**config.mk**
```make
export PLATFORM = sky130hd
export DESIGN_NAME = http_header_field_parser_core_flat
export DESIGN_NICKNAME = d
export VERILOG_FILES = /design/src/design/hhfp_pkg.sv /design/src/design/hhfp_ifs.sv /design/src/design/http_header_field_parser_core.sv /design/src/design/hhfp_front.sv /design/src/design/hhfp_queue.sv /design/src/design/hhfp_back.sv /design/src/flat_wrapper.sv
export VERILOG_INCLUDE_DIRS = /design/src /design/src/design
export SDC_FILE = /design/constraint.sdc
export NUM_CORES = 1
export LEC_CHECK = 0
export ABC_AREA = 1
export BUFFER_PORTS_ARGS = -buffer_cell sky130_fd_sc_hd__buf_2
export CELL_PAD_IN_SITES_DETAIL_PLACEMENT = 1
export CELL_PAD_IN_SITES_GLOBAL_PLACEMENT = 1
export CORE_MARGIN = 2
export CORE_UTILIZATION = 30
export CTS_BUF_LIST = sky130_fd_sc_hd__clkbuf_4 sky130_fd_sc_hd__clkbuf_8
export DETAILED_ROUTE_END_ITERATION = 10
export PLACE_DENSITY_LB_ADDON = 0.1
export SLEW_MARGIN = 20
export SYNTH_ARGS = -nofsm -noshare
export SYNTH_HDL_FRONTEND = slang
export SYNTH_HIERARCHICAL = 1
export SYNTH_SLANG_ARGS = --single-unit
```
**constraint.sdc**
```tcl
create_clock -name clk -period 7.5 [get_ports clk]
set_input_delay 1.5 -clock clk [delete_from_list [all_inputs] [get_ports clk]]
set_output_delay 1.5 -clock clk [all_outputs]
set_load 0.05 [all_outputs]
```
**src/design/http_header_field_parser_core_assert.svh**
```systemverilog
// Assertion macros for the HTTP header field parser core.
// Included by the modules that check their own logic; no other dependencies.
`ifndef HTTP_HEADER_FIELD_PARSER_CORE_ASSERT_SVH
`define HTTP_HEADER_FIELD_PARSER_CORE_ASSERT_SVH

// Same-cycle implication, off during reset
`define HHFP_ASSERT_IMPL(label, clk, rst_n, ante, cons) \
  label: assert property (@(posedge clk) disable iff (!rst_n) (ante) |-> (cons)) \
    else $error("hhfp assertion failed");

// Next-cycle implication, off during reset
`define HHFP_ASSERT_NEXT(label, clk, rst_n, ante, cons) \
  label: assert property (@(posedge clk) disable iff (!rst_n) (ante) |=> (cons)) \
    else $error("hhfp assertion failed");

`endif

```
**src/design/hhfp_pkg.sv**
```systemverilog
// Shared types, codes and character classes for the HTTP header field parser.
// No dependencies; the front, queue, back and core modules import it.
`default_nettype none

package hhfp_pkg;

  // Request opcodes
  typedef enum logic [1:0] {
    OP_DATA    = 2'd0,
    OP_EOI     = 2'd1,
    OP_RESTART = 2'd2,
    OP_RSVD    = 2'd3
  } op_t;

  // Result kinds
  localparam logic [2:0] K_NAME  = 3'd0;
  localparam logic [2:0] K_VALUE = 3'd1;
  localparam logic [2:0] K_FEND  = 3'd2;
  localparam logic [2:0] K_HEND  = 3'd3;
  localparam logic [2:0] K_ERR   = 3'd4;

  // Error codes
  localparam logic [3:0] E_COLON     = 4'd0;
  localparam logic [3:0] E_EMPTY     = 4'd1;
  localparam logic [3:0] E_FIELDS    = 4'd2;
  localparam logic [3:0] E_CONTENT   = 4'd3;
  localparam logic [3:0] E_LF        = 4'd4;
  localparam logic [3:0] E_CR        = 4'd5;
  localparam logic [3:0] E_HDR_BIG   = 4'd6;
  localparam logic [3:0] E_FIELD_BIG = 4'd7;
  localparam logic [3:0] E_EARLY_END = 4'd8;

  // Configuration register indexes
  localparam logic [1:0] CFG_STRICT    = 2'd0;
  localparam logic [1:0] CFG_MAX_HDR   = 2'd1;
  localparam logic [1:0] CFG_MAX_FIELD = 2'd2;
  localparam logic [1:0] CFG_MAX_COUNT = 2'd3;

  // Characters
  localparam logic [7:0] CH_CR    = 8'h0D;
  localparam logic [7:0] CH_LF    = 8'h0A;
  localparam logic [7:0] CH_COLON = 8'h3A;
  localparam logic [7:0] CH_SP    = 8'h20;
  localparam logic [7:0] CH_HT    = 8'h09;

  // Result queue geometry
  localparam int QDEPTH = 4;
  localparam int QPTR_W = 2;
  localparam int QCNT_W = 3;

  // Parser line state
  typedef enum logic [7:0] {
    ST_INIT    = 8'b0000_0001,
    ST_NAME    = 8'b0000_0010,
    ST_OWS     = 8'b0000_0100,
    ST_CONTENT = 8'b0000_1000,
    ST_LF      = 8'b0001_0000,
    ST_NEWLINE = 8'b0010_0000,
    ST_EOH_LF  = 8'b0100_0000,
    ST_DONE    = 8'b1000_0000
  } pstate_t;

  // One result
  typedef struct packed {
    logic [2:0]  kind;
    logic [7:0]  out_byte;
    logic [15:0] value_length;
    logic [3:0]  error_code;
    logic        last;
  } res_t;

  // Results of one request: up to two
  typedef struct packed {
    logic [1:0] cnt;
    res_t       r0;
    res_t       r1;
  } pair_t;

  function automatic res_t mk_res(logic [2:0] kind, logic [7:0] b,
                                  logic [15:0] len, logic [3:0] code);
    res_t r;
    r.kind         = kind;
    r.out_byte     = b;
    r.value_length = len;
    r.error_code   = code;
    r.last         = 1'b0;
    return r;
  endfunction

  function automatic logic is_token(logic [7:0] c);
    logic t;
    t = ((c >= 8'h30) && (c <= 8'h39)) || ((c >= 8'h41) && (c <= 8'h5A)) ||
        ((c >= 8'h61) && (c <= 8'h7A));
    unique case (c)
      8'h21, 8'h23, 8'h24, 8'h25, 8'h26, 8'h27, 8'h2A, 8'h2B, 8'h2D, 8'h2E,
      8'h5E, 8'h5F, 8'h60, 8'h7C, 8'h7E: t = 1'b1;
      default: ;
    endcase
    return t;
  endfunction

  function automatic logic is_text(logic [7:0] c);
    return (c == CH_HT) || ((c >= 8'h20) && (c <= 8'h7E)) || c[7];
  endfunction

endpackage

`default_nettype wire

```
**src/design/hhfp_ifs.sv**
```systemverilog
// Valid/ready channel interfaces: input requests, results, configuration writes.
// No dependencies.
`default_nettype none

interface hhfp_in_if;
  logic       valid;
  logic       ready;
  logic [1:0] op;
  logic [7:0] in_byte;
  modport source (output valid, op, in_byte, input ready);
  modport sink   (input valid, op, in_byte, output ready);
endinterface

interface hhfp_out_if;
  logic        valid;
  logic        ready;
  logic [2:0]  kind;
  logic [7:0]  out_byte;
  logic [15:0] value_length;
  logic [3:0]  error_code;
  logic        last;
  modport source (output valid, kind, out_byte, value_length, error_code, last,
                  input ready);
  modport sink   (input valid, kind, out_byte, value_length, error_code, last,
                  output ready);
endinterface

interface hhfp_cfg_if;
  logic        valid;
  logic        ready;
  logic [1:0]  index;
  logic [31:0] data;
  modport source (output valid, index, data, input ready);
  modport sink   (input valid, index, data, output ready);
endinterface

`default_nettype wire

```
**src/design/http_header_field_parser_core.sv**
```systemverilog
// HTTP header field parser core: one header byte per request, results out.
// Results go into a queue entry and then into the output register that
// offers them. Throughput: 1 request per cycle unless the queue is full; a
// request with two results (field end plus the next byte's result) holds
// the single output register until both results of the request are taken.
// A 4-entry result queue separates the grammar FSM from the output register.
// Reset: synchronous active-low rst_n clears parse state, queue and config.
`default_nettype none

module http_header_field_parser_core #(
  parameter int VALUE_LEN_BITS = 16
) (
  input  wire          clk,
  input  wire          rst_n,
  hhfp_in_if.sink      in_ch,
  hhfp_out_if.source   out_ch,
  hhfp_cfg_if.sink     cfg_ch
);
  import hhfp_pkg::*;

  logic  q_full;
  logic  push;
  pair_t push_pair;
  logic  pop;
  logic  head_valid;
  pair_t head_pair;

  // Grammar FSM and config registers
  hhfp_front #(
    .VALUE_LEN_BITS(VALUE_LEN_BITS)
  ) u_front (
    .clk       (clk),
    .rst_n     (rst_n),
    .in_ch     (in_ch),
    .cfg_ch    (cfg_ch),
    .q_full    (q_full),
    .push      (push),
    .push_pair (push_pair)
  );

  // Result queue
  hhfp_queue u_queue (
    .clk        (clk),
    .rst_n      (rst_n),
    .push       (push),
    .push_pair  (push_pair),
    .full       (q_full),
    .pop        (pop),
    .head_valid (head_valid),
    .head_pair  (head_pair)
  );

  // Output serializer
  hhfp_back u_back (
    .clk        (clk),
    .rst_n      (rst_n),
    .head_valid (head_valid),
    .head_pair  (head_pair),
    .pop        (pop),
    .out_ch     (out_ch)
  );

endmodule

`default_nettype wire

```
**src/design/hhfp_front.sv**
```systemverilog
// Front end: accepts requests and config writes, runs the field grammar FSM
// and packs the results of each request into one queue entry. Uses hhfp_pkg.
`default_nettype none

module hhfp_front #(
  parameter int VALUE_LEN_BITS = 16
) (
  input  wire                clk,
  input  wire                rst_n,
  hhfp_in_if.sink            in_ch,
  hhfp_cfg_if.sink           cfg_ch,
  input  wire                q_full,
  output logic               push,
  output hhfp_pkg::pair_t    push_pair
);
  import hhfp_pkg::*;

  localparam int VLB = VALUE_LEN_BITS;

  // Configuration registers
  logic        strict_r;
  logic [31:0] max_hdr_r;
  logic [31:0] max_field_r;
  logic [15:0] max_count_r;

  // Parse state
  pstate_t        st_r, st_nxt;
  logic [31:0]    tb_r, tb_nxt;
  logic [31:0]    fb_r, fb_nxt;
  logic [15:0]    fs_r, fs_nxt;
  logic           ne_r, ne_nxt;
  logic [VLB-1:0] vc_r, vc_nxt;
  logic [VLB-1:0] tc_r, tc_nxt;
  logic           el_r, el_nxt;
  logic [3:0]     ec_r, ec_nxt;

  logic           in_acc;
  logic [7:0]     c;
  logic           c_ws;
  logic [VLB-1:0] vc_inc;
  logic [31:0]    trim32;
  logic [15:0]    trim_len;
  logic [16:0]    cnt_inc;
  logic [31:0]    fb_base;
  logic           feed_v, fend_v, main_v, fail_v, fb_clear;
  logic           line_start, in_name, in_content;
  logic [3:0]     fail_code;
  res_t           main_r;

  assign in_ch.ready  = !q_full;
  assign cfg_ch.ready = 1'b1;
  assign in_acc       = in_ch.valid && !q_full;
  assign c            = in_ch.in_byte;
  assign c_ws         = (c == CH_SP) || (c == CH_HT);
  assign vc_inc       = (vc_r != '1) ? vc_r + 1'b1 : vc_r;
  assign trim32       = 32'(tc_r);
  assign trim_len     = (|trim32[31:16]) ? 16'hFFFF : trim32[15:0];
  assign cnt_inc      = {1'b0, fs_r} + 17'd1;

  // Write configuration registers
  always_ff @(posedge clk) begin
    if (!rst_n) begin
      strict_r    <= 1'b0;
      max_hdr_r   <= '0;
      max_field_r <= '0;
      max_count_r <= '0;
    end else if (cfg_ch.valid) begin
      unique case (cfg_ch.index)
        CFG_STRICT:    strict_r    <= cfg_ch.data[0];
        CFG_MAX_HDR:   max_hdr_r   <= cfg_ch.data;
        CFG_MAX_FIELD: max_field_r <= cfg_ch.data;
        CFG_MAX_COUNT: max_count_r <= cfg_ch.data[15:0];
      endcase
    end
  end

  // Decode one request
  always_comb begin
    st_nxt = st_r;  tb_nxt = tb_r;  fb_nxt = fb_r;  fs_nxt = fs_r;
    ne_nxt = ne_r;  vc_nxt = vc_r;  tc_nxt = tc_r;  el_nxt = el_r;
    ec_nxt = ec_r;
    feed_v = 1'b0;  fend_v = 1'b0;  main_v = 1'b0;  main_r = '0;
    fail_v = 1'b0;  fail_code = E_COLON;  fb_clear = 1'b0;
    line_start = 1'b0;  in_name = 1'b0;  in_content = 1'b0;
    fb_base = fb_r;

    if (in_acc) begin
      priority if (op_t'(in_ch.op) == OP_RESTART) begin
        st_nxt = ST_INIT;  tb_nxt = '0;  fb_nxt = '0;  fs_nxt = '0;
        ne_nxt = 1'b0;  vc_nxt = '0;  tc_nxt = '0;  el_nxt = 1'b0;
        ec_nxt = E_COLON;
      end else if (op_t'(in_ch.op) == OP_RSVD) begin
        // drop
      end else if (el_r) begin
        main_v = 1'b1;
        main_r = mk_res(K_ERR, 8'd0, 16'd0, ec_r);
      end else if (st_r == ST_DONE) begin
        // drop until restart
      end else if (op_t'(in_ch.op) == OP_EOI) begin
        fail_v = 1'b1;  fail_code = E_EARLY_END;
      end else if ((max_hdr_r != '0) && (tb_r >= max_hdr_r)) begin
        fail_v = 1'b1;  fail_code = E_HDR_BIG;
      end else if ((max_field_r != '0) && (fb_r > max_field_r)) begin
        fail_v = 1'b1;  fail_code = E_FIELD_BIG;
      end else begin
        feed_v = 1'b1;
      end
    end

    if (feed_v) begin
      // Line state dispatch
      unique case (st_r)
        ST_NEWLINE: begin
          if (c_ws) begin
            // folded space counts toward the length but not the trimmed length
            vc_nxt = vc_inc;
            st_nxt = ST_OWS;
            main_v = 1'b1;
            main_r = mk_res(K_VALUE, CH_SP, 16'd0, 4'd0);
          end else begin
            fend_v     = 1'b1;
            fb_clear   = 1'b1;
            line_start = 1'b1;
          end
        end
        ST_INIT:    line_start = 1'b1;
        ST_NAME:    in_name    = 1'b1;
        ST_OWS:     in_content = !c_ws;
        ST_CONTENT: in_content = 1'b1;
        ST_LF: begin
          if (c != CH_LF) begin
            fail_v = 1'b1;  fail_code = E_LF;
          end else begin
            st_nxt = ST_NEWLINE;
          end
        end
        ST_EOH_LF: begin
          if (c != CH_LF) begin
            fail_v = 1'b1;  fail_code = E_CR;
          end else begin
            st_nxt   = ST_DONE;
            fb_clear = 1'b1;
            main_v   = 1'b1;
            main_r   = mk_res(K_HEND, 8'd0, 16'd0, 4'd0);
          end
        end
        default: ;
      endcase

      // Start of a line: empty line or first name byte
      if (line_start) begin
        vc_nxt = '0;
        tc_nxt = '0;
        ne_nxt = 1'b0;
        priority if (c == CH_CR) begin
          st_nxt = ST_EOH_LF;
        end else if (c == CH_LF) begin
          st_nxt = ST_DONE;
          main_v = 1'b1;
          main_r = mk_res(K_HEND, 8'd0, 16'd0, 4'd0);
        end else begin
          st_nxt  = ST_NAME;
          in_name = 1'b1;
        end
      end

      // Field name and colon
      if (in_name) begin
        priority if (is_token(c)) begin
          ne_nxt = 1'b1;
          main_v = 1'b1;
          main_r = mk_res(K_NAME, c, 16'd0, 4'd0);
        end else if (!ne_nxt) begin
          fail_v = 1'b1;  fail_code = E_EMPTY;
        end else if (c != CH_COLON) begin
          fail_v = 1'b1;  fail_code = E_COLON;
        end else if ((max_count_r != '0) && (cnt_inc > {1'b0, max_count_r})) begin
          fail_v = 1'b1;  fail_code = E_FIELDS;
        end else begin
          fs_nxt = cnt_inc[16] ? 16'hFFFF : cnt_inc[15:0];
          st_nxt = ST_OWS;
        end
      end

      // Field content
      if (in_content) begin
        st_nxt = ST_CONTENT;
        priority if (is_text(c)) begin
          vc_nxt = vc_inc;
          if (!c_ws) tc_nxt = vc_inc;
          main_v = 1'b1;
          main_r = mk_res(K_VALUE, c, 16'd0, 4'd0);
        end else if (c == CH_CR) begin
          st_nxt = ST_LF;
        end else if (c == CH_LF) begin
          st_nxt = ST_NEWLINE;
        end else if (strict_r) begin
          fail_v = 1'b1;  fail_code = E_CONTENT;
        end else begin
          // drop the byte
        end
      end

      // Advance byte counters
      tb_nxt  = (tb_r != '1) ? tb_r + 32'd1 : tb_r;
      fb_base = fb_clear ? 32'd0 : fb_r;
      fb_nxt  = ((st_nxt != ST_DONE) && (fb_base != '1)) ? fb_base + 32'd1 : fb_base;
    end

    // Latch an error
    if (fail_v) begin
      el_nxt = 1'b1;
      ec_nxt = fail_code;
      main_v = 1'b1;
      main_r = mk_res(K_ERR, 8'd0, 16'd0, fail_code);
    end
  end

  // Pack results for the queue
  always_comb begin
    push_pair = '0;
    if (fend_v) begin
      push_pair.r0 = mk_res(K_FEND, 8'd0, trim_len, 4'd0);
      push_pair.r1 = main_r;
      push_pair.cnt = main_v ? 2'd2 : 2'd1;
    end else begin
      push_pair.r0  = main_r;
      push_pair.cnt = main_v ? 2'd1 : 2'd0;
    end
    if (push_pair.cnt == 2'd2) push_pair.r1.last = 1'b1;
    else                       push_pair.r0.last = 1'b1;
  end

  assign push = in_acc && (push_pair.cnt != 2'd0);

  // Parse state registers
  always_ff @(posedge clk) begin
    if (!rst_n) begin
      st_r <= ST_INIT;
      tb_r <= '0;
      fb_r <= '0;
      fs_r <= '0;
      ne_r <= 1'b0;
      vc_r <= '0;
      tc_r <= '0;
      el_r <= 1'b0;
      ec_r <= E_COLON;
    end else begin
      st_r <= st_nxt;
      tb_r <= tb_nxt;
      fb_r <= fb_nxt;
      fs_r <= fs_nxt;
      ne_r <= ne_nxt;
      vc_r <= vc_nxt;
      tc_r <= tc_nxt;
      el_r <= el_nxt;
      ec_r <= ec_nxt;
    end
  end

`include "http_header_field_parser_core_assert.svh"

  `HHFP_ASSERT_NEXT(a_err_sticky, clk, rst_n, in_acc && el_r && (in_ch.op != OP_RESTART), el_r)
  `HHFP_ASSERT_IMPL(a_two_last, clk, rst_n, push && (push_pair.cnt == 2'd2), push_pair.r1.last && !push_pair.r0.last)
  `HHFP_ASSERT_IMPL(a_done_quiet, clk, rst_n, in_acc && (st_r == ST_DONE) && !el_r, !push)

endmodule

`default_nettype wire

```
**src/design/hhfp_queue.sv**
```systemverilog
// Result queue between front and back: QDEPTH entries, each holding the
// results of one request. Uses hhfp_pkg.
`default_nettype none

module hhfp_queue (
  input  wire              clk,
  input  wire              rst_n,
  input  wire              push,
  input  hhfp_pkg::pair_t  push_pair,
  output logic             full,
  input  wire              pop,
  output logic             head_valid,
  output hhfp_pkg::pair_t  head_pair
);
  import hhfp_pkg::*;

  pair_t              mem_r [QDEPTH];
  logic [QPTR_W-1:0]  wr_ptr_r, rd_ptr_r;
  logic [QCNT_W-1:0]  count_r, count_nxt;

  assign full       = (count_r == QCNT_W'(QDEPTH));
  assign head_valid = (count_r != '0);
  assign head_pair  = mem_r[rd_ptr_r];

  // Store entries
  always_ff @(posedge clk) begin
    if (push) mem_r[wr_ptr_r] <= push_pair;
  end

  // Track occupancy
  always_comb begin
    count_nxt = count_r;
    unique case ({push, pop})
      2'b10:   count_nxt = count_r + 1'b1;
      2'b01:   count_nxt = count_r - 1'b1;
      default: ;
    endcase
  end

  always_ff @(posedge clk) begin
    if (!rst_n) begin
      wr_ptr_r <= '0;
      rd_ptr_r <= '0;
      count_r  <= '0;
    end else begin
      if (push) wr_ptr_r <= wr_ptr_r + 1'b1;
      if (pop)  rd_ptr_r <= rd_ptr_r + 1'b1;
      count_r <= count_nxt;
    end
  end

endmodule

`default_nettype wire

```
**src/design/hhfp_back.sv**
```systemverilog
// Back end: takes queue entries and sends their results one per cycle, while
// the receiver is ready, from an output register. Uses hhfp_pkg.
`default_nettype none

module hhfp_back (
  input  wire              clk,
  input  wire              rst_n,
  input  wire              head_valid,
  input  hhfp_pkg::pair_t  head_pair,
  output logic             pop,
  hhfp_out_if.source       out_ch
);
  import hhfp_pkg::*;

  logic  hold_v_r;
  pair_t pair_r;
  logic  sel_r;
  logic  out_acc;
  logic  finish;
  res_t  cur;

  assign cur     = sel_r ? pair_r.r1 : pair_r.r0;
  assign out_acc = hold_v_r && out_ch.ready;
  assign finish  = out_acc && (sel_r || (pair_r.cnt != 2'd2));
  assign pop     = head_valid && (!hold_v_r || finish);

  assign out_ch.valid        = hold_v_r;
  assign out_ch.kind         = cur.kind;
  assign out_ch.out_byte     = cur.out_byte;
  assign out_ch.value_length = cur.value_length;
  assign out_ch.error_code   = cur.error_code;
  assign out_ch.last         = cur.last;

  // Load the next entry, or step to its second result
  always_ff @(posedge clk) begin
    if (!rst_n) begin
      hold_v_r <= 1'b0;
      sel_r    <= 1'b0;
    end else begin
      if (pop) begin
        hold_v_r <= 1'b1;
        sel_r    <= 1'b0;
      end else if (finish) begin
        hold_v_r <= 1'b0;
        sel_r    <= 1'b0;
      end else if (out_acc) begin
        sel_r <= 1'b1;
      end
    end
  end

  always_ff @(posedge clk) begin
    if (pop) pair_r <= head_pair;
  end

`include "http_header_field_parser_core_assert.svh"

  `HHFP_ASSERT_IMPL(a_sel_pair, clk, rst_n, hold_v_r && sel_r, pair_r.cnt == 2'd2)
  `HHFP_ASSERT_NEXT(a_last_rewinds, clk, rst_n, out_acc && cur.last, !sel_r)
  `HHFP_ASSERT_IMPL(a_pop_room, clk, rst_n, pop, !hold_v_r || finish)

endmodule

`default_nettype wire

```
**src/flat_wrapper.sv**
```systemverilog
// flat-port wrapper written by rule: the top's interface ports become plain ports
module http_header_field_parser_core_flat import hhfp_pkg::*;
#(
  parameter int VALUE_LEN_BITS = 16
)
  (clk, rst_n, in_ch_valid, in_ch_op, in_ch_in_byte, in_ch_ready, out_ch_valid, out_ch_kind, out_ch_out_byte, out_ch_value_length, out_ch_error_code, out_ch_last, out_ch_ready, cfg_ch_valid, cfg_ch_index, cfg_ch_data, cfg_ch_ready);
  hhfp_in_if in_ch_i ();
  hhfp_out_if out_ch_i ();
  hhfp_cfg_if cfg_ch_i ();
  input  wire clk;
  input  wire rst_n;
  input wire logic [$bits(in_ch_i.valid)-1:0] in_ch_valid;
  input wire logic [$bits(in_ch_i.op)-1:0] in_ch_op;
  input wire logic [$bits(in_ch_i.in_byte)-1:0] in_ch_in_byte;
  output wire logic [$bits(in_ch_i.ready)-1:0] in_ch_ready;
  output wire logic [$bits(out_ch_i.valid)-1:0] out_ch_valid;
  output wire logic [$bits(out_ch_i.kind)-1:0] out_ch_kind;
  output wire logic [$bits(out_ch_i.out_byte)-1:0] out_ch_out_byte;
  output wire logic [$bits(out_ch_i.value_length)-1:0] out_ch_value_length;
  output wire logic [$bits(out_ch_i.error_code)-1:0] out_ch_error_code;
  output wire logic [$bits(out_ch_i.last)-1:0] out_ch_last;
  input wire logic [$bits(out_ch_i.ready)-1:0] out_ch_ready;
  input wire logic [$bits(cfg_ch_i.valid)-1:0] cfg_ch_valid;
  input wire logic [$bits(cfg_ch_i.index)-1:0] cfg_ch_index;
  input wire logic [$bits(cfg_ch_i.data)-1:0] cfg_ch_data;
  output wire logic [$bits(cfg_ch_i.ready)-1:0] cfg_ch_ready;
  assign in_ch_i.valid = in_ch_valid;
  assign in_ch_i.op = in_ch_op;
  assign in_ch_i.in_byte = in_ch_in_byte;
  assign in_ch_ready = in_ch_i.ready;
  assign out_ch_valid = out_ch_i.valid;
  assign out_ch_kind = out_ch_i.kind;
  assign out_ch_out_byte = out_ch_i.out_byte;
  assign out_ch_value_length = out_ch_i.value_length;
  assign out_ch_error_code = out_ch_i.error_code;
  assign out_ch_last = out_ch_i.last;
  assign out_ch_i.ready = out_ch_ready;
  assign cfg_ch_i.valid = cfg_ch_valid;
  assign cfg_ch_i.index = cfg_ch_index;
  assign cfg_ch_i.data = cfg_ch_data;
  assign cfg_ch_ready = cfg_ch_i.ready;
  http_header_field_parser_core #(.VALUE_LEN_BITS(VALUE_LEN_BITS)) u_core (.clk(clk), .rst_n(rst_n), .in_ch(in_ch_i), .out_ch(out_ch_i), .cfg_ch(cfg_ch_i));
endmodule
```
==> impl_metrics.py, run 1 <==
metrics = {
    "timing": {
        "fin_skew_ps": 37.8,
        "min_period_ps": 6140,
        "worst_slew_pin_slew_ps": 1080,
        "fin_setup_tns_ps": 0,
        "finalHoldViolations": 0,
        "final_max_slew_viol_count": 0,
        "setup_viol": 0,
        "rsz0062_at_grt": "no",
        "fin_crit_sh": 0.819,
        "slew_headroom": 0.278,
        "fmax_mhz": 163,
    },
    "placement": {
        "placed_cells": 4228,
        "portBuffers": 82,
        "hpwlAfterDp_um": 57700,
        "globalplace.congestion": 0.787,
    },
    "floorplan": {
        "rows": 111,
        "die_area_um2": 94300,
        "initial_utilization": 0.302,
        "die_w_um": 307,
        "chipHeight_um": 307,
        "io_pins": 84,
        "core_region_area_um2": 91400,
    },
    "drt": {
        "dr.pass1.iters": 5,
        "via_per_inst": 4.86,
        "drt_iter0_markers": 876,
        "drc_errors": 0,
        "routed_wl_um": 83800,
        "ant_nets": 0,
        "wire_per_inst_um": 19.0,
        "vias": 21500,
    },
    "logic_synthesis": {
        "yosys.area.top_type": "edfxtp_1",
        "async_flop_share": 0,
        "synthFlopType": "edfxtp_1",
        "synth.distinct_cells": 59,
        "netlist_area_um2": 27600,
        "yosysSeqAreaShare": 0.518,
        "synth_commonest_cells": "nand2_1, nor2_1, edfxtp_1",
        "synthCells": 3069,
        "synth_area_leaders": "edfxtp_1, dfxtp_1, nand2_1",
        "yosysTopAreaCellShare": 0.360,
        "yosys_warnings": 6,
        "yosysMostFrequentCell": "nand2_1",
        "ys_seq_elements": 548,
        "synth-edff-count": 330,
        "syn_avg_cell_area_um2": 8.98,
    },
    "clocking": {
        "cts_hold_buf": 0,
        "numCtsBuffers": 100,
        "post_cts_resized": 0,
        "tritoncts": "yes",
        "clock_path_buffers": 3,
        "clk_latency_ps": 730,
        "numClockSinks": 548,
        "clkTransAtPathRegs_ps": 60,
        "post_cts_buffers": 0,
        "cts_root_buffer": "clkbuf_8",
        "htreeDepth": 3,
    },
    "power_and_ir_drop": {
        "p_clk_frac": 0.346,
        "ir_drop_mv": 0.167,
        "comb_power_share": 0.232,
        "p_switching_mw": 3.02,
        "p_per_area_nw_per_um2": 285,
        "p_seq_frac": 0.423,
        "p_leak_nw": 11.7,
        "p_int_mw": 5.85,
        "switching_share": 0.341,
    },
    "grt": {
        "grt_overflow": 0,
        "grt_pass1_vias": 23000,
        "grt_use_total": 0.178,
        "antenna_found_initial": 1,
        "grt_pass1_wl_um": 132000,
        "grt_max_degree": 80,
    },
    "cells_and_area": {
        "area_growth_pct": 12.8,
        "instances_no_fill": 4414,
        "layout.nets": 3285,
        "drive_gt1_frac": 0.139,
    },
    "setup_path": {
        "crit_path_max_fanout": 29,
        "arrival_ps": 6510,
        "worstPathRequired_ps": 7870,
        "crit_type": "flop to flop",
        "start_kind": "flop",
        "cp-end-kind": "flop",
    },
    "outcome": {
        "status": "complete, no violations",
    },
    "flow_run": {
        "cap_violations": 0,
    },
    "worst_hold_path": {
        "hold_class": "flop to flop",
    },
}
==> power by group through the flow <==
stage	sequential (mW)	clock (mW)	combinational [mW]
after CTS	3.76	3.19	2.11
final	3.75	3.07	2.06
after global placement	3.81	0	2.06
after detailed placement	3.82	0	2.10
after global routing	3.79	3.31	2.27
after floorplan	3.75	0	1.58
==> critical path, stage by stage, from the launching register on <==
cell	delay (ps)
dfxtp_1	410
nand3_1	140
nor3_1	280
nand3_1	170
nor3b_1	360
nand3_1	190
nor3_1	310
nand3_1	140
xor2_1	200
inv_1	60
ha_1	320
nand3_1	110
nor2_1	140
nand3_1	80
nand3_1	70
nand3_1	260
nor2_1	240
nor3_1	70
or2_2	280
nand2_2	160
inv_1	80
nand3_1	120
inv_1	100
ha_1	180
nor2_1	270
nand2_1	120
clkinv_2	480
buf_4	450
==> layer usage <==
metal  wire [µm]  track usage
met1       37100        0.217
met2       41900        0.320
met3        2070       0.0250
met4        2710       0.0639
met5           0            0
==> worst paths after layout <==
kind                                                 from                               endpoint  slack [ps]  cells after the start
hold / removal    u_core/u_queue/rd_ptr_r[1]$_SDFFE_PN0P_                                   flop         440                      1
hold reg to reg   u_core/u_queue/rd_ptr_r[1]$_SDFFE_PN0P_                                   flop         440                      1
setup / recovery        u_core/u_front/fs_r[2]$_SDFF_PN0_  u_core/u_queue/mem_r[1][55]$_DFFE_PP_        1360                     27
setup reg to reg        u_core/u_front/fs_r[2]$_SDFF_PN0_  u_core/u_queue/mem_r[1][55]$_DFFE_PP_        1360                     27
==> state kept, by name, summed over array words and instances, names as in the netlist, named ones only <==
| register | count |
|---|---|
| u_core/u_back/out_ch.valid | 1 |
| u_core/u_back/pair_r | 66 |
| u_core/u_back/sel_r | 1 |
| u_core/u_front/ec_r | 4 |
| u_core/u_front/el_r | 1 |
| u_core/u_front/fb_r | 32 |
| u_core/u_front/fs_r | 16 |
| u_core/u_front/max_count_r | 16 |
| u_core/u_front/max_field_r | 32 |
| u_core/u_front/max_hdr_r | 32 |
| u_core/u_front/ne_r | 1 |
| u_core/u_front/st_r | 8 |
| u_core/u_front/strict_r | 1 |
| u_core/u_front/tb_r | 32 |
| u_core/u_front/tc_r | 16 |
| u_core/u_front/vc_r | 16 |
| u_core/u_queue/count_r | 3 |
| u_core/u_queue/mem_r | 264 |
| u_core/u_queue/rd_ptr_r | 2 |
| u_core/u_queue/wr_ptr_r | 2 |
==> cells in the final DEF, fill, tap and decap left out, drive strengths merged, types with 2 or more instances in the layout <==
master | netlist | routed
o211ai | 6 | 6
inv | 330 | 329
o22ai | 67 | 67
a31oi | 5 | 5
ha | 91 | 91
o211a | 3 | 3
o31ai | 2 | 2
xnor2 | 12 | 12
nand3 | 170 | 170
nand3b | 12 | 12
nor4 | 31 | 31
or2 | 9 | 9
a211oi | 15 | 15
o21a | 2 | 2
nor3 | 59 | 59
clkbuf | 82 | 162
edfxtp | 330 | 330
nor3b | 4 | 4
o21bai | 4 | 4
conb | 2 | 21
nand4 | 50 | 50
a221o | 8 | 8
o21ai | 315 | 315
nor2 | 405 | 405
nand2 | 488 | 488
clkinv | 5 | 26
a221oi | 7 | 7
buf | 74 | 110
xor2 | 39 | 39
a32oi | 2 | 2
a21oi | 218 | 218
dfxtp | 218 | 218
bufinv | 0 | 2
==> stage by stage <==
stage	worst slack, ps	hold WS, ps	area [µm²]	power (mW)	utilization
final	1360	442	31100	8.87	0.340
after CTS	1230	448	31100	9.06	0.340
after global placement	1320	431	28900	5.87	0.316
after detailed placement	1170	433	28900	5.92	0.316
after global routing	525	474	31100	9.37	0.340
after floorplan	1080	412	27600	5.33	-
==> final cells by class <==
type	instances	area, µm²
clock buffers	162	1990
fillers	10700	60300
diodes	1	2.50
well taps	1186	1480
inverters	335	1280
multi-input cells	2049	11200
clock inverters	23	208
flip-flops and latches	548	14300
repair buffers	110	633
==> cells by family (layout without fill, tap and decap cells) <==
family / after synthesis / count (layout) / share of synthesized area
xor gates and xnor gates: 51 / 51 / 0.0162
and+or+nand+nor: 1230 / 1230 / 0.207
other: 2 / 22 / 0.000273
AOI/OAI and AO/OA: 655 / 655 / 0.138
DFF: 548 / 548 / 0.518
buffers and inverters: 491 / 630 / 0.0782
adders and majority gates: 92 / 92 / 0.0420
(Power assumes the default switching activity.)
==> run 2, diff against run 1 <==
Clock period 7.5 ns to 5.4 ns, I/O delays scaled along.
==> impl_metrics.py, run 2 (synthesis gave the netlist of run 1 again) <==
metrics = {
    "outcome": {
        "status": "complete, no violations",
    },
    "placement": {
        "portBuffers": 82,
        "globalplace.congestion": 0.806,
        "hpwlAfterDp_um": 55900,
        "pre_cts_slack_ps": 2.77,
    },
    "floorplan": {
        "io_pins": 84,
        "chipHeight_um": 307,
        "core_region_area_um2": 91400,
        "initial_utilization": 0.302,
        "die_area_um2": 94300,
        "rows": 111,
        "die_w_um": 307,
    },
    "drt": {
        "via_per_inst": 4.85,
        "vias": 21500,
        "drt_iter0_markers": 892,
        "dr.pass1.iters": 5,
        "routed_wl_um": 82200,
        "drc_errors": 0,
        "ant_nets": 0,
        "wire_per_inst_um": 18.5,
    },
    "timing": {
        "final_max_slew_viol_count": 0,
        "worst_slew_pin_slew_ps": 1040,
        "finalHoldViolations": 0,
        "fmax_mhz": 204,
        "min_period_ps": 4890,
        "setup_slack_ps": 509,
        "slew_headroom": 0.303,
        "setup_viol": 0,
        "fin_setup_tns_ps": 0,
        "fin_crit_sh": 0.906,
        "fin_skew_ps": 28.8,
    },
    "setup_path": {
        "cp-end-kind": "flop",
        "critical-path-top-delay-family": "simple AND/OR/NAND/NOR gates",
        "crit_type": "flop to flop",
        "slowest_delay_ps": 420,
        "path_buf_inv": 4,
        "r2r_end": "u_core/u_queue/count_r[2]$_SDFFE_PN0P_",
        "cp_slowest_cell": "fa_1",
        "crit_path_max_fanout": 4,
        "reg2regPathDepth": 32,
        "r2r_start": "u_core/u_front/fs_r[1]$_SDFF_PN0_",
        "worst_path_most_repeated_cell": "nand3_1",
        "worstPathRequired_ps": 6060,
        "rrSetupSlack_ps": 510,
        "arrival_ps": 5550,
        "start_kind": "flop",
    },
    "clocking": {
        "cts_root_buffer": "clkbuf_8",
        "post_cts_buffers": 0,
        "numCtsBuffers": 103,
        "clk_latency_ps": 740,
        "clkTransAtPathRegs_ps": 60,
        "tritoncts": "yes",
        "numClockSinks": 548,
        "htreeDepth": 3,
        "clock_path_buffers": 3,
    },
    "power_and_ir_drop": {
        "p_per_area_nw_per_um2": 389,
        "ir_drop_mv": 0.206,
        "switching_share": 0.345,
        "power_mw": 12.2,
        "p_seq_frac": 0.425,
        "p_int_mw": 7.99,
        "p_leak_nw": 11.8,
        "comb_power_share": 0.239,
        "p_switching_mw": 4.20,
        "p_clk_frac": 0.336,
    },
    "grt": {
        "grt_max_degree": 91,
        "grt_overflow": 0,
        "grt_pass1_vias": 23000,
        "grt_pass1_wl_um": 130000,
        "grt_use_total": 0.175,
        "antenna_found_initial": 1,
    },
    "cells_and_area": {
        "layout_commonest_cell": "nand2_1",
        "layout.nets": 3315,
        "area_growth_pct": 13.7,
        "largest_reg_flops": 264,
        "top_regs": "u_core/u_queue/mem_r (264), u_core/u_back/pair_r (66)",
        "drive_gt1_frac": 0.148,
        "mostFrequentLayoutCells": "nand2_1, nor2_1, edfxtp_1, inv_1, o21ai_0",
        "top_register": "u_core/u_queue/mem_r",
        "fillers": 10600,
    },
    "flow_run": {
        "cap_violations": 0,
    },
    "worst_hold_path": {
        "min_from": "u_core/u_queue/rd_ptr_r[1]$_SDFFE_PN0P_",
        "whs_path_depth": 1,
        "hold_class": "flop to flop",
    },
}
[run 2: timing repair]
action                                  in CTS  in global routing
gates cloned                                 0                  0
endpoints found under the setup margin       1                266
resized for setup                            1                 12
hold buffers                                 0                  0
[run 2: metal layers]
metal | up-vias | global-route usage | wire (µm)
met5 | - | 0 | 0
met4 | 0 | 0.0634 | 2550
met3 | 133 | 0.0272 | 2430
met2 | 267 | 0.313 | 40700
met1 | 10500 | 0.213 | 36600
li1 | 10700 | - | -
[run 2: layout make-up]
cell class              instances  area [µm²]  area share
clock inverters                36         234     0.00747
clock buffers                 153        1870      0.0596
repair buffers                137         911      0.0291
inverters                     335        1290      0.0411
flip-flops and latches        548       14300       0.456
multi-input cells            2049       11300       0.360
diodes                          1        2.50   0.0000799
well taps                    1186        1480      0.0474
[run 2: through the flow]
stage / hold slack, ps / utilization / instance area [µm²] / std cells
after global placement: 423 / 0.319 / 29200 / 4255
after global routing: 478 / 0.343 / 31300 / 4445
after floorplan: 412 / - / 27600 / 3088
after CTS: 443 / 0.342 / 31300 / 4444
final: 437 / 0.343 / 31300 / 4445
after detailed placement: 432 / 0.319 / 29200 / 4255
[run 2: power by group through the flow]
stage / Sequential, mW / Clock [mW] / Combinational (mW)
final: 5.18 / 4.09 / 2.91
after global routing: 5.23 / 4.45 / 3.21
after CTS: 5.19 / 4.27 / 2.98
after detailed placement: 5.28 / 0 / 2.98
after global placement: 5.27 / 0 / 2.92
after floorplan: 5.19 / 0 / 2.20
[run 2: how the worst max path moves through the flow]
stage	end	depth (start not counted)	start	slack [ps]
3_3_place_gp	u_core/u_queue/count_r[2]$_SDFFE_PN0P_	32	u_core/u_front/fs_r[0]$_SDFF_PN0_	60
2_1_floorplan	u_core/u_queue/mem_r[0][0]$_DFFE_PP_	26	u_core/u_front/fs_r[2]$_SDFF_PN0_	510
6_report	u_core/u_queue/count_r[2]$_SDFFE_PN0P_	32	u_core/u_front/fs_r[1]$_SDFF_PN0_	510
4_1_cts	u_core/u_queue/count_r[2]$_SDFFE_PN0P_	32	u_core/u_front/fs_r[0]$_SDFF_PN0_	70
3_5_place_dp	u_core/u_queue/count_r[2]$_SDFFE_PN0P_	32	u_core/u_front/fs_r[0]$_SDFF_PN0_	3
5_1_grt	u_core/u_queue/count_r[2]$_SDFFE_PN0P_	32	u_core/u_front/fs_r[1]$_SDFF_PN0_	-30
==> run 3, diff against run 2 <==
Settings changed: ABC_AREA 1 to default.
==> impl_metrics.py, run 3 <==
metrics = {
    "setup_path": {
        "crit_path_max_fanout": 7,
        "crit_path_start": "u_core/u_front/fs_r[1]$_SDFF_PN0_",
        "worstPathRequired_ps": 6040,
        "cp-end-kind": "flop",
        "rrSetupSlack_ps": 360,
        "critical_path.cell_chain": "ha_1 > nand3_2 > buf_4 > nor2_2 > nand4_1 > xnor2_1 > ha_1 > nand3_1 > or3_1 > nand2b_1 > a31oi_4 > or3_4 > a21oi_1 > mux2_2 > a21bo_2 > and3_1 > ha_1 > nor2_2 > inv_1 > ha_1 > fa_1 > xnor2_1 > or3_1 > a21boi_0",
        "r2r_end": "u_core/u_queue/count_r[2]$_SDFFE_PN0P_",
        "start_kind": "flop",
        "worstSetupEndpoint": "u_core/u_queue/count_r[2]$_SDFFE_PN0P_",
        "r2r_start": "u_core/u_front/fs_r[1]$_SDFF_PN0_",
        "reg2regPathDepth": 24,
        "cp_slowest_cell": "fa_1",
        "worst_path_most_repeated_cell": "ha_1",
        "arrival_ps": 5680,
        "crit_type": "flop to flop",
        "slowest_delay_ps": 390,
    },
    "floorplan": {
        "rows": 107,
        "initial_utilization": 0.301,
        "core_region_area_um2": 84900,
        "chipHeight_um": 296,
        "die_w_um": 296,
        "die_area_um2": 87600,
        "io_pins": 84,
    },
    "clocking": {
        "clock_path_buffers": 3,
        "htreeDepth": 3,
        "cts_hold_buf": 0,
        "numClockSinks": 548,
        "numCtsBuffers": 101,
        "tritoncts": "yes",
        "cts_root_buffer": "clkbuf_8",
        "clk_latency_ps": 730,
        "clkTransAtPathRegs_ps": 60,
    },
    "outcome": {
        "status": "complete, no violations",
    },
    "power_and_ir_drop": {
        "comb_power_share": 0.195,
        "p_seq_frac": 0.442,
        "p_per_area_nw_per_um2": 392,
        "ir_drop_mv": 0.216,
        "p_int_mw": 8.12,
        "p_switching_mw": 3.54,
        "p_clk_frac": 0.363,
        "switching_share": 0.304,
        "power_mw": 11.7,
        "p_leak_nw": 10.3,
    },
    "cells_and_area": {
        "area_growth_pct": 16.3,
        "top_regs": "u_core/u_queue/mem_r (264), u_core/u_back/pair_r (66)",
        "fillers": 9443,
        "largest_reg_flops": 264,
        "drive_gt1_frac": 0.203,
        "layout_commonest_cell": "edfxtp_1",
        "layout.nets": 2554,
        "mostFrequentLayoutCells": "edfxtp_1, nand2_1, dfxtp_1, a21oi_1, nor2_1",
        "top_register": "u_core/u_queue/mem_r",
    },
    "timing": {
        "fin_crit_sh": 0.933,
        "setup_viol": 0,
        "slew_headroom": 0.398,
        "min_period_ps": 5040,
        "fmax_mhz": 199,
        "fin_setup_tns_ps": 0,
        "rsz0062_at_grt": "no",
        "final_max_slew_viol_count": 0,
        "finalHoldViolations": 0,
        "fin_skew_ps": 61.8,
        "worst_slew_pin_slew_ps": 897,
    },
    "drt": {
        "routed_wl_um": 73800,
        "dr.pass1.iters": 5,
        "ant_nets": 0,
        "via_per_inst": 5.00,
        "drc_errors": 0,
        "wire_per_inst_um": 20.3,
        "drt_iter0_markers": 679,
        "vias": 18200,
    },
    "logic_synthesis": {
        "synth-edff-count": 330,
        "synth.distinct_cells": 89,
        "synthCells": 2265,
        "syn_avg_cell_area_um2": 11.3,
        "synth_area_leaders": "edfxtp_1, dfxtp_1, mux4_2",
        "synthFlopType": "edfxtp_1",
        "yosys_warnings": 6,
        "async_flop_share": 0,
        "netlist_area_um2": 25600,
        "yosysMostFrequentCell": "edfxtp_1",
        "yosysSeqAreaShare": 0.558,
        "synth_commonest_cells": "edfxtp_1, nand2_1, dfxtp_1",
        "yosys.area.top_type": "edfxtp_1",
        "yosysTopAreaCellShare": 0.387,
        "ys_seq_elements": 548,
    },
    "placement": {
        "globalplace.congestion": 0.801,
        "portBuffers": 82,
        "hpwlAfterDp_um": 51300,
    },
    "worst_hold_path": {
        "min_from": "u_core/u_front/tc_r[3]$_SDFF_PN0_",
        "hold_class": "flop to flop",
    },
    "grt": {
        "antenna_found_initial": 1,
        "grt_max_degree": 69,
        "grt_pass1_vias": 19500,
        "grt_use_total": 0.169,
        "grt_overflow": 0,
        "grt_pass1_wl_um": 114000,
    },
    "flow_run": {
        "cap_violations": 0,
    },
}
## run 3: changes by cell type in the layout (fill, tap and decap cells not counted), moves of 30 or more
cell	before	now
a21oi_1	216	168
and3_1	0	40
inv_1	316	108
mux2_2	0	34
mux4_2	0	66
nand2_1	480	288
nand3_1	163	80
nor2_1	333	123
nor2_4	46	0
o21ai_0	301	72
o22ai_2	40	0
xnor2_1	12	42
## run 3: logic make-up (layout without fill, tap and decap cells)
| family | after synthesis | after routing | share of synthesized area |
|---|---|---|---|
| AOI/OAI and AO/OA | 403 | 403 | 0.0979 |
| xor gates and xnor gates | 55 | 55 | 0.0188 |
| adders and majority gates | 92 | 92 | 0.0453 |
| buffers and inverters | 244 | 456 | 0.0430 |
| DFF | 548 | 548 | 0.558 |
| muxes | 107 | 107 | 0.0758 |
| other | 2 | 22 | 0.000294 |
| and+or+nand+nor | 814 | 814 | 0.161 |
## run 3: final cells by class
cell class                      count  area, µm²  area share
Antenna cell                        1       2.50   0.0000841
Clock buffer                      153       1870      0.0628
Clock inverter                     33        310      0.0104
Inverter                          109        412      0.0138
Multi-Input combinational cell   1492      10400       0.348
Sequential cell                   548      14300       0.480
Tap cell                         1144       1430      0.0481
Timing Repair Buffer              161       1080      0.0363
## run 3: metal layers
layer  GRT usage  wire, µm
met5           0         0
met4      0.0532      1820
met3      0.0303      2960
met2       0.299     36800
met1       0.208     32100
## run 3: repair_timing
| item | 4_1_cts | 5_1_grt |
|---|---|---|
| endpoints found under the hold margin | 0 | 0 |
| endpoints found under the setup margin | 1 | 143 |
| setup buffers | 0 | 1 |
| pin swaps | 0 | 3 |
| resized for setup | 1 | 14 |
| gates cloned | 0 | 0 |
## run 3: stage by stage
stage	util	cell area, µm²	cells	hold WS, ps	worst slack [ps]
final	0.350	29700	3641	447	363
after global routing	0.350	29700	3641	470	12.7
after CTS	0.350	29700	3639	451	71.9
after detailed placement	0.324	27500	3453	443	-19.6
after global placement	0.324	27500	3453	447	45.0
after floorplan	-	25700	2284	427	60.0
## run 3: power by group through the flow
stage	combinational [mW]	clock [mW]	sequential, mW
after floorplan	1.75	0	5.13
after global placement	2.31	0	5.25
after detailed placement	2.33	0	5.26
after CTS	2.33	4.42	5.17
after global routing	2.46	4.59	5.21
final	2.27	4.24	5.16
## run 3: worst min-delay path by stage
stage | endpoint | cells after the start
floorplan | u_core/u_front/tc_r[3]$_SDFF_PN0_ | 2
global placement | u_core/u_front/tc_r[3]$_SDFF_PN0_ | 2
detailed placement | u_core/u_front/tc_r[3]$_SDFF_PN0_ | 2
CTS | u_core/u_front/tc_r[3]$_SDFF_PN0_ | 2
global route | u_core/u_front/tc_r[3]$_SDFF_PN0_ | 2
finish | u_core/u_front/tc_r[3]$_SDFF_PN0_ | 2
## run 3: worst max-delay path, delay by kind of cell (launching register included)
kind                     cells  cell delay, ps
AND/OR/NAND/NOR             10            1820
adder cells (fa/ha/maj)      5            1310
buffers and inverters        2             240
XOR/XNOR                     2             310
flip-flops                   1             350
multiplexers                 1             270
AO/OA/AOI/OAI                4             690
